## src/sv/tlau_pkg.sv

```systemverilog
// Shared types and constants for the toroidal life automaton unit.
`timescale 1ns / 1ps

package tlau_pkg;

    // Width of one grid row as stored and reported.
    localparam int ROW_W = 64;

    // Widths of the request and result fields.
    localparam int IDX_W = 6;
    localparam int CFG_W = 7;

    // Request kinds carried on the input tuser.
    localparam logic OP_WRITE = 1'b0;
    localparam logic OP_STEP  = 1'b1;

    // Configuration register indexes.
    localparam logic CFG_ACTIVE_ROWS = 1'b0;
    localparam logic CFG_ACTIVE_COLS = 1'b1;

    // Control for one row cell of the rotating chain.
    typedef struct packed {
        logic shift;  // take a new row this cycle
        logic tail;   // last active cell: take the fed-back row, not the neighbour's
    } cell_ctrl_t;

endpackage

```

## src/sv/tlau_rule.sv

```systemverilog
// B3/S23 next-generation logic for one row, with wrap at the active column count.
`timescale 1ns / 1ps

module tlau_rule
(
    input  logic [tlau_pkg::ROW_W-1:0]    above,
    input  logic [tlau_pkg::ROW_W-1:0]    cur,
    input  logic [tlau_pkg::ROW_W-1:0]    below,
    input  logic [tlau_pkg::CFG_W-1:0]    ncols,
    output logic [tlau_pkg::ROW_W-1:0]    next_row
);

    logic [tlau_pkg::CFG_W-1:0] ncols_m1;
    logic [tlau_pkg::IDX_W-1:0] wrap_idx;

    assign ncols_m1 = ncols - 7'd1;
    assign wrap_idx = ncols_m1[tlau_pkg::IDX_W-1:0];

    for (genvar c = 0; c < tlau_pkg::ROW_W; c++)
    begin : g_col
        logic [tlau_pkg::IDX_W-1:0] left_idx;
        logic [tlau_pkg::IDX_W-1:0] right_idx;
        logic [3:0]                 count;

        // The left neighbour of column zero is the last active column, and the
        // right neighbour of the last active column is column zero.
        assign left_idx  = (c == 0) ? wrap_idx : tlau_pkg::IDX_W'(c - 1);
        assign right_idx = (ncols_m1 == tlau_pkg::CFG_W'(c)) ? '0
                         : tlau_pkg::IDX_W'((c + 1) % tlau_pkg::ROW_W);

        assign count = 4'(above[left_idx]) + 4'(above[c]) + 4'(above[right_idx])
                     + 4'(cur[left_idx])                  + 4'(cur[right_idx])
                     + 4'(below[left_idx]) + 4'(below[c]) + 4'(below[right_idx]);

        assign next_row[c] = (count == 4'd3) || (cur[c] && (count == 4'd2));
    end

endmodule

```

## config.mk

```make
export PLATFORM = sky130hd
export DESIGN_NAME = tlau_rule
export DESIGN_NICKNAME = d
export VERILOG_FILES = /design/src/sv/tlau_pkg.sv /design/src/sv/tlau_rule.sv
export SDC_FILE = /design/constraint.sdc
export NUM_CORES = 1
export LEC_CHECK = 0
export BUFFER_PORTS_ARGS = -buffer_cell sky130_fd_sc_hd__buf_2
export CAP_MARGIN = 20
export CORE_ASPECT_RATIO = 1.5
export CORE_MARGIN = 8
export CORE_UTILIZATION = 60
export DETAILED_ROUTE_END_ITERATION = 6
export PLACE_DENSITY = 0.9
export SLEW_MARGIN = 20
export SYNTH_ARGS = -nofsm -noshare
export SYNTH_HDL_FRONTEND = slang
export SYNTH_SLANG_ARGS = --single-unit
```

## constraint.sdc

```tcl
create_clock -name vclk -period 11.05
set_input_delay 0 -clock vclk [all_inputs]
set_output_delay 0 -clock vclk [all_outputs]
set_load 0.03 [all_outputs]
```

==> reports/metrics.yaml <==
logic_synthesis:
  synthCells: 1393
  ys_seq_area_share_pct: 0
  syn-cell-area_um2: 14400
  syn_nets: 2045
  yosysWarnings: 0
  ys_types: 49
  netlist_top_cells_area: "fa_1, ha_1, mux2i_1"
  synth_top_area_share_pct: 35.6
  yosysTopAreaCell: "fa_1"
  synth.avg_cell_area_um2: 10.3
detailed_routing:
  remaining_drc_errors: 0
  first_iter_violations: 728
  wl_per_cell_um: 21.6
  vias_per_cell: 6.40
  totalWireLength_um: 41800
  first_pass_iters: 5
  ant_nets: 0
  num_vias: 12400
timing:
  setup_viol: 0
  tns_ns: 0
  max_freq_mhz: 185
  tightest_slew_ns: 0.934
  hold_viol: 0
  period_needed_ns: 5.41
  slew_violations: 0
  relSlewSlack_pct: 37.7
  fin_crit_sh_pct: 49.0
  worst_slack_ns: 5.64
  grt_setup_unrepaired: "no"
die:
  row_count: 69
  die_w_um: 143
  die_h_um: 206
  coreArea_um2: 23700
  initial_core_util_pct: 60.9
  fp.dieArea_um2: 29300
  num_io_pins: 263
final_layout:
  seq_cell_count: 0
  fin_area_um2: 16000
  mostFrequentLayoutCell: "buf_2"
  mostFrequentLayoutCells: "buf_2, fa_1, inv_1, ha_1, mux2i_1"
  regArea_um2: 0
  clkbuf_count: 0
  area_growth_syn_to_layout_pct: 10.8
  drive_above_1_share_pct: 24.9
  fin_cells: 1939
  utilization_pct: 67.5
  nNetsFinal: 2267
worst_setup_path:
  critPathLaunch: "ncols[0]"
  critPathArrivalTime_ns: 5.41
  cpPeakStageDelay_ns: 0.54
  worstPathMaxFanout: 24
  cp_cell_sequence: "buf_4, inv_1, ha_1, nor3b_2, xnor2_1, nand4b_2, nor2_1, nand2_1, mux2_2, fa_1, inv_1, fa_1, fa_1, inv_1, ha_1, fa_1, o21ai_0, o211a_1, buf_2"
  start_kind: "input pin"
  crit_cells: 19
  crit_path_top_delay_cell: "fa_1"
  cp_num_buf_inv: 5
  setup.worst_path.end: "next_row[0]"
  end_kind: "output port"
  cpMostUsedCell: "fa_1"
  critPathRequiredTime_ns: 11.05
  critPathTopFamily: "adder cells"
  crit_type: "input pin to output port"
global_routing:
  grt_antenna_before_repair: 11
  grt_usage_pct: 29.2
  grt_pass1_wl_um: 69200
  grt_overflow_total: 0
  grt_pass1_vias: 14400
  grt_max_degree: 68
cts:
  post-cts-setup-buffers: 0
  holdBufCountCts: 0
  ctsResizeCount: 0
run_status:
  status: "finished clean"
min_path:
  worstHoldStart: "cur[55]"
  hold_path_class: "input pin to output port"
placed_design:
  place_hpwl_um: 35400
  gp_congestion: 0.935
  place_inst: 1932
  pre_cts_ws_ns: 5.68
  portBuffers: 263
  placedInstanceArea_um2: 16000
job:
  cap_viol_max_count: 0
pwr:
  power_leakage_nw: 8.11
  power_density_nw_per_um2: 94.9
  ir_worst_vdd_uv: 96.6
[report_power, final]
group          internal, mW  leakage, nW     total, mW  switching [mW]
combinational         0.612         8.11          1.52           0.904
sequential                0            0             0               0
clock          0.0000000847    0.0000444  0.0000000848               0
total                 0.612         8.11          1.52           0.904
[how the worst min path moves through the flow]
| stage | cells after the start | end |
|---|---|---|
| 2_1_floorplan | 2 | next_row[56] |
| 3_3_place_gp | 4 | next_row[62] |
| 3_5_place_dp | 4 | next_row[62] |
| 4_1_cts | 4 | next_row[62] |
| 5_1_grt | 4 | next_row[62] |
| 6_report | 4 | next_row[55] |
[logic make-up (layout without fill, tap and decap cells)]
kind of cell	count (synthesis)	in the layout	synth area share [%]
compound gates	209	209	10.1
other cells	0	7	0
xor+xnor	3	3	0.182
fa+ha+maj	453	453	52.7
simple gates	206	206	7.80
buf+inv	285	505	7.82
mux	237	237	21.5
[layout make-up]
type | instances | area, um2
Antenna cell | 7 | 17.5
Timing Repair Buffer | 269 | 1370
Inverter | 236 | 886
Multi-Input combinational cell | 1108 | 13300
Fill cell | 1825 | 7680
Tap cell | 319 | 399
[synth_stat cells, drive strengths merged]
master / instances
a32oi: 1
nor2: 41
nor3b: 2
mux4: 48
mux2i: 118
o31a: 1
or2: 1
and2: 1
clkbuf: 26
a31oi: 3
a21oi: 69
mux2: 71
fa: 256
and4: 1
a32o: 1
o211a: 55
nor3: 18
and3: 7
o31ai: 1
o21ai: 59
nand4: 2
a2111oi: 6
xor2: 1
o21a: 1
nand3b: 2
ha: 197
nand2: 35
nand3: 88
nand4b: 1
nor2b: 4
a222oi: 12
buf: 23
inv: 236
xnor2: 2
or3: 3
[stage by stage]
step / hold slack (ns) / power [mW]
6_report: 0.438 / 1.52
5_1_grt: 0.455 / 1.71
4_1_cts: 0.436 / 1.52
3_5_place_dp: 0.433 / 1.51
3_3_place_gp: 0.434 / 1.40
2_1_floorplan: 0.205 / 1.07
[metal layers]
layer  track usage [%]  wire length [um]  vias up
met3              3.69              2700      190
met2              53.0             22300      621
met4              16.2              2270        8
met1              32.4             14500     6234
li1                  -                 -     5348
met5                 0                49        -
Power figures use the tool's default switching activity.
