File: config.mk
export PLATFORM = sky130hd
export DESIGN_NAME = tlau_cell
export DESIGN_NICKNAME = d
export VERILOG_FILES = /design/src/sv/tlau_pkg.sv /design/src/sv/tlau_cell.sv
export SDC_FILE = /design/constraint.sdc
export NUM_CORES = 1
export LEC_CHECK = 0
export ABC_AREA = 1
export BUFFER_PORTS_ARGS = -buffer_cell sky130_fd_sc_hd__buf_2
export CAP_MARGIN = 0
export CORE_ASPECT_RATIO = 0.8
export CORE_MARGIN = 2
export CORE_UTILIZATION = 45
export DETAILED_ROUTE_END_ITERATION = 10
export GPL_TIMING_DRIVEN = 0
export PLACE_DENSITY_LB_ADDON = 0.08
export REMOVE_ABC_BUFFERS = 1
export SLEW_MARGIN = 10
export SYNTH_ARGS = -nofsm -noshare
export SYNTH_HDL_FRONTEND = slang
export SYNTH_SLANG_ARGS = --single-unit
File: constraint.sdc
create_clock -name clk -period 0.8 [get_ports clk]
set_input_delay 0.16 -clock clk [delete_from_list [all_inputs] [get_ports clk]]
set_output_delay 0.16 -clock clk [all_outputs]
set_load 0.01 [all_outputs]
File: src/sv/tlau_pkg.sv
// Shared types and constants for the toroidal life automaton unit.
`timescale 1ns / 1ps

package tlau_pkg;

    // Width of one grid row as stored and reported.
    localparam int ROW_W = 64;

    // Widths of the request and result fields.
    localparam int IDX_W = 6;
    localparam int CFG_W = 7;

    // Request kinds carried on the input tuser.
    localparam logic OP_WRITE = 1'b0;
    localparam logic OP_STEP  = 1'b1;

    // Configuration register indexes.
    localparam logic CFG_ACTIVE_ROWS = 1'b0;
    localparam logic CFG_ACTIVE_COLS = 1'b1;

    // Control for one row cell of the rotating chain.
    typedef struct packed {
        logic shift;  // take a new row this cycle
        logic tail;   // last active cell: take the fed-back row, not the neighbour's
    } cell_ctrl_t;

endpackage

File: src/sv/tlau_cell.sv
// One row cell of the rotating grid chain.
`timescale 1ns / 1ps

module tlau_cell
(
    input  logic                          clk,
    input  logic                          rst_n,
    input  tlau_pkg::cell_ctrl_t          ctrl,
    input  logic [tlau_pkg::ROW_W-1:0]    nbr_row,
    input  logic [tlau_pkg::ROW_W-1:0]    fb_row,
    output logic [tlau_pkg::ROW_W-1:0]    row_q
);

    logic [tlau_pkg::ROW_W-1:0] row_reg;
    logic [tlau_pkg::ROW_W-1:0] row_next;

    // The tail cell closes the ring with the row handed back by the control.
    assign row_next = ctrl.tail ? fb_row : nbr_row;

    always_ff @(posedge clk or negedge rst_n)
    begin
        if (!rst_n)
        begin
            row_reg <= '0;
        end
        else if (ctrl.shift)
        begin
            row_reg <= row_next;
        end
    end

    assign row_q = row_reg;

endmodule

==> flow_summary_export.csv <==
group,metric,value,unit
route,vias,3790,
place,gp_congestion,0.8234,
timing,hold_violations,0,
setup_path,worstRegToRegCells,3,
synth,synth-seq-cells,64,
route,totalWireLength,10.00,mm
synth,synth_cell_types,8,
power,power_density,1653,nW/um^2
clock_network,cts_buffers,9,
setup_path,path_cells,"buf_2",
setup_path,worst-path-max-fanout,2,
synth,yosys-top-cells-count,"nand2_1, inv_1, dfrtp_1, nand3_1, buf_2",
clock_network,clk_latency,0.34,ns
layout,antenna_cells,0,
synth,synth_edf_count,0,
place,hpwlAfterDp,6.329,mm
status,violations,"setup timing",
synth,synth.avg_cell_area,6.613,sq um
place,place_inst,818,
min_path,hold_path_depth,5,
grt,gr-usage-all-layers,22.83,%
grt,antenna_found_initial,0,
min_path,min_path_type,"in -> reg",
timing,rsz0062_at_grt,"yes",
floorplanning,start_util,45.77,%
floorplanning,fp.dieW,103.6,um
route,drc_errors,0,
timing,fin_skew,0,ns
synth,yosysTopAreaCellShare,44.85,%
timing,fin_crit,1.042,ns
setup_path,cp-start-kind,"flip-flop",
timing,fmax,0.9601,GHz
floorplanning,die_h,83.68,um
synth,synthesis.area,3571,sq um
timing,slew_violations,0,
setup_path,crit_path_top_delay_cell,"dfrtp_1",
power,irDropWorstVdd,924.5,uV
synth,ys_seq_area_share,44.85,%
grt,grt_max_degree,66,
setup_path,path_buf_inv,1,
layout,largest_reg_flops,64,
grt,grt.met2_usage,40.34,%
clock_network,cts_root_buffer,"clkbuf_8",
layout,stdcell_area,5086,sq um
layout,fin_cells,858,
synth,yosys-top-cells-area,"dfrtp_1, nand2_1, inv_1, nand3_1, clkbuf_8",
route,drtIter0Drc,171,
layout,drive_gt1_share,32.40,%
synth,synthCells,540,
grt,grt_pass1_vias,3674,
layout,syn_to_final_growth,42.43,%
grt,overflow,0,
power,switching_share,30.52,%
place,placed_area,4512,sq um
route,ant_nets,0,
power,p_switching,0.002565,W
run,drv_cap,0,
synth,synthArstFlopShare,100.0,%
setup_path,cp.depth,1,
grt,grtUsageMet3,8.509,%
power,combPwrFrac,25.7,%
synth,synth_warnings,0,
clock_network,clkTransAtPathRegs,0.07,ns
synth,synth_flop_cell,"dfrtp_1",
timing,slew_headroom,73.86,%
setup_path,cpPeakStageDelay,0.39,ns
power,pwr-share-seq,45.0,%
power,leakage,3.337,nW
timing,setup_slack,-0.2416,ns
setup_path,cp_top_family,"flip-flops",
status,status,"finished, violations left",
timing,worstMarginPinSlew,0.3921,ns
clock_network,cts_tree,"built",
floorplanning,fp-row-count,29,
layout,final_nets,877,
power,internal_power,0.005841,W
setup_path,endpoint_kind,"output port",
power,pwr-share-clk,29.3,%
route,via_per_inst,4.417,
synth,yosys.area.top_type,"dfrtp_1",
floorplanning,die_area,8668,sq um
place,io_buffers,195,
grt,grt_use_met1,25.86,%
clock_network,cts_max_level,3,
route,avgRoutedWirePerCell,11.66,um
setup_path,critPathRequiredTime,0.64,ns
clock_network,ctsLongestPathBuffers,2,
timing,finalSetupViolCount,64,
grt,grt_pass1_wl,16.17,mm
grt,busiest_layer,"met2",
clock_network,numClockSinks,64,
floorplanning,core_area,7801,sq um
route,firstDrtPassIters,4,
timing,period_share,130.2,%
floorplanning,pin_count,196,
setup_path,worstPathArrival,0.88,ns
synth,yosysMostFrequentCell,"nand2_1",
setup_path,crit_type,"reg -> out",
-- per-layer routing --
metal | up-vias | part of all wire, %
met5 | - | 0
met2 | 148 | 47
met4 | 0 | 1.8
met1 | 1675 | 42
li1 | 1949 | -
met3 | 18 | 9.4
-- power by group through the flow --
| stage | logic, W | registers (W) | clock network, W |
|---|---|---|---|
| 5_1_grt | 0.00242 | 0.00382 | 0.00268 |
| 4_1_cts | 0.00202 | 0.00376 | 0.00256 |
| 2_1_floorplan | 0.000635 | 0.00398 | 0 |
| 3_5_place_dp | 0.00183 | 0.00380 | 0 |
| 3_3_place_gp | 0.00177 | 0.00379 | 0 |
| 6_report | 0.00216 | 0.00378 | 0.00246 |
-- through the flow --
| stage | util (%) | hold slack, ns | setup TNS (ns) | total power [W] | setup slack (ns) |
|---|---|---|---|---|---|
| 5_1_grt | 65.20 | 0.1042 | -16.52 | 0.008924 | -0.2822 |
| 6_report | 65.20 | 0.1098 | -14.15 | 0.008406 | -0.2416 |
| 3_5_place_dp | 57.83 | 0.03322 | -100.09 | 0.005630 | -1.621 |
| 3_3_place_gp | 57.45 | 0.4415 | -148.35 | 0.005562 | -1.619 |
| 4_1_cts | 62.92 | 0.09234 | -15.25 | 0.008340 | -0.2604 |
| 2_1_floorplan | - | -0.1356 | -11.92 | 0.004615 | -0.1901 |
-- placed cells by master, fill, tap and decap left out --
master and instances:
buf_12 2, buf_16 1, buf_2 173, buf_4 18, buf_6 24, clkbuf_1 1
clkbuf_16 1, clkbuf_8 10, clkinv_2 2, clkinvlp_4 3, dfrtp_1 64, dlygate4sd3_1 1
inv_1 128, inv_8 2, nand2_1 249, nand2_2 7, nand3_1 64
-- repair_timing --
| action | CTS | global route |
|---|---|---|
| cloned | 0 | 1 |
| pin swaps | 0 | 7 |
| hold buffers | 1 | 0 |
| buffers inserted | 14 | 15 |
| resized for setup | 23 | 22 |
| setup endpoints to repair | 128 | 165 |
| hold endpoints to repair | 64 | 0 |
-- layout make-up --
type | instances | area [sq um]
Clock buffer | 11 | 141.4
Clock inverter | 5 | 32.53
Fill cell | 743 | 2715
Inverter | 130 | 503.0
Multi-Input combinational cell | 320 | 1299
Sequential cell | 64 | 1602
Tap cell | 108 | 135.1
Timing Repair Buffer | 220 | 1374
-- kinds of logic (layout without fill, tap and decap cells) --
group | Yosys count | count (layout) | synth area share [%]
buffers and inverters | 156 | 366 | 19.27
AND/OR/NAND/NOR | 320 | 320 | 35.88
flip-flops | 64 | 64 | 44.85
-- worst min-delay path: cells and delay by family --
kind	cells	cell delay [ns]
and+or+nand+nor	3	0.16
buffers and inverters	2	0.10
-- path summary, 6_finish.rpt --
check	from	endpoint	slack, ns
min in group asynchronous	rst_n	row_q[40]	0.23
max in group asynchronous	rst_n	row_q[31]	0.11
setup reg to reg	row_q[11]	row_q[11]	0.05
hold reg to reg	row_q[47]	row_q[47]	0.48
hold / removal	nbr_row[13]	row_q[13]	0.11
setup / recovery	row_q[2]	row_q[2]	-0.24
Note: power is estimated with default switching activity, not from simulation.
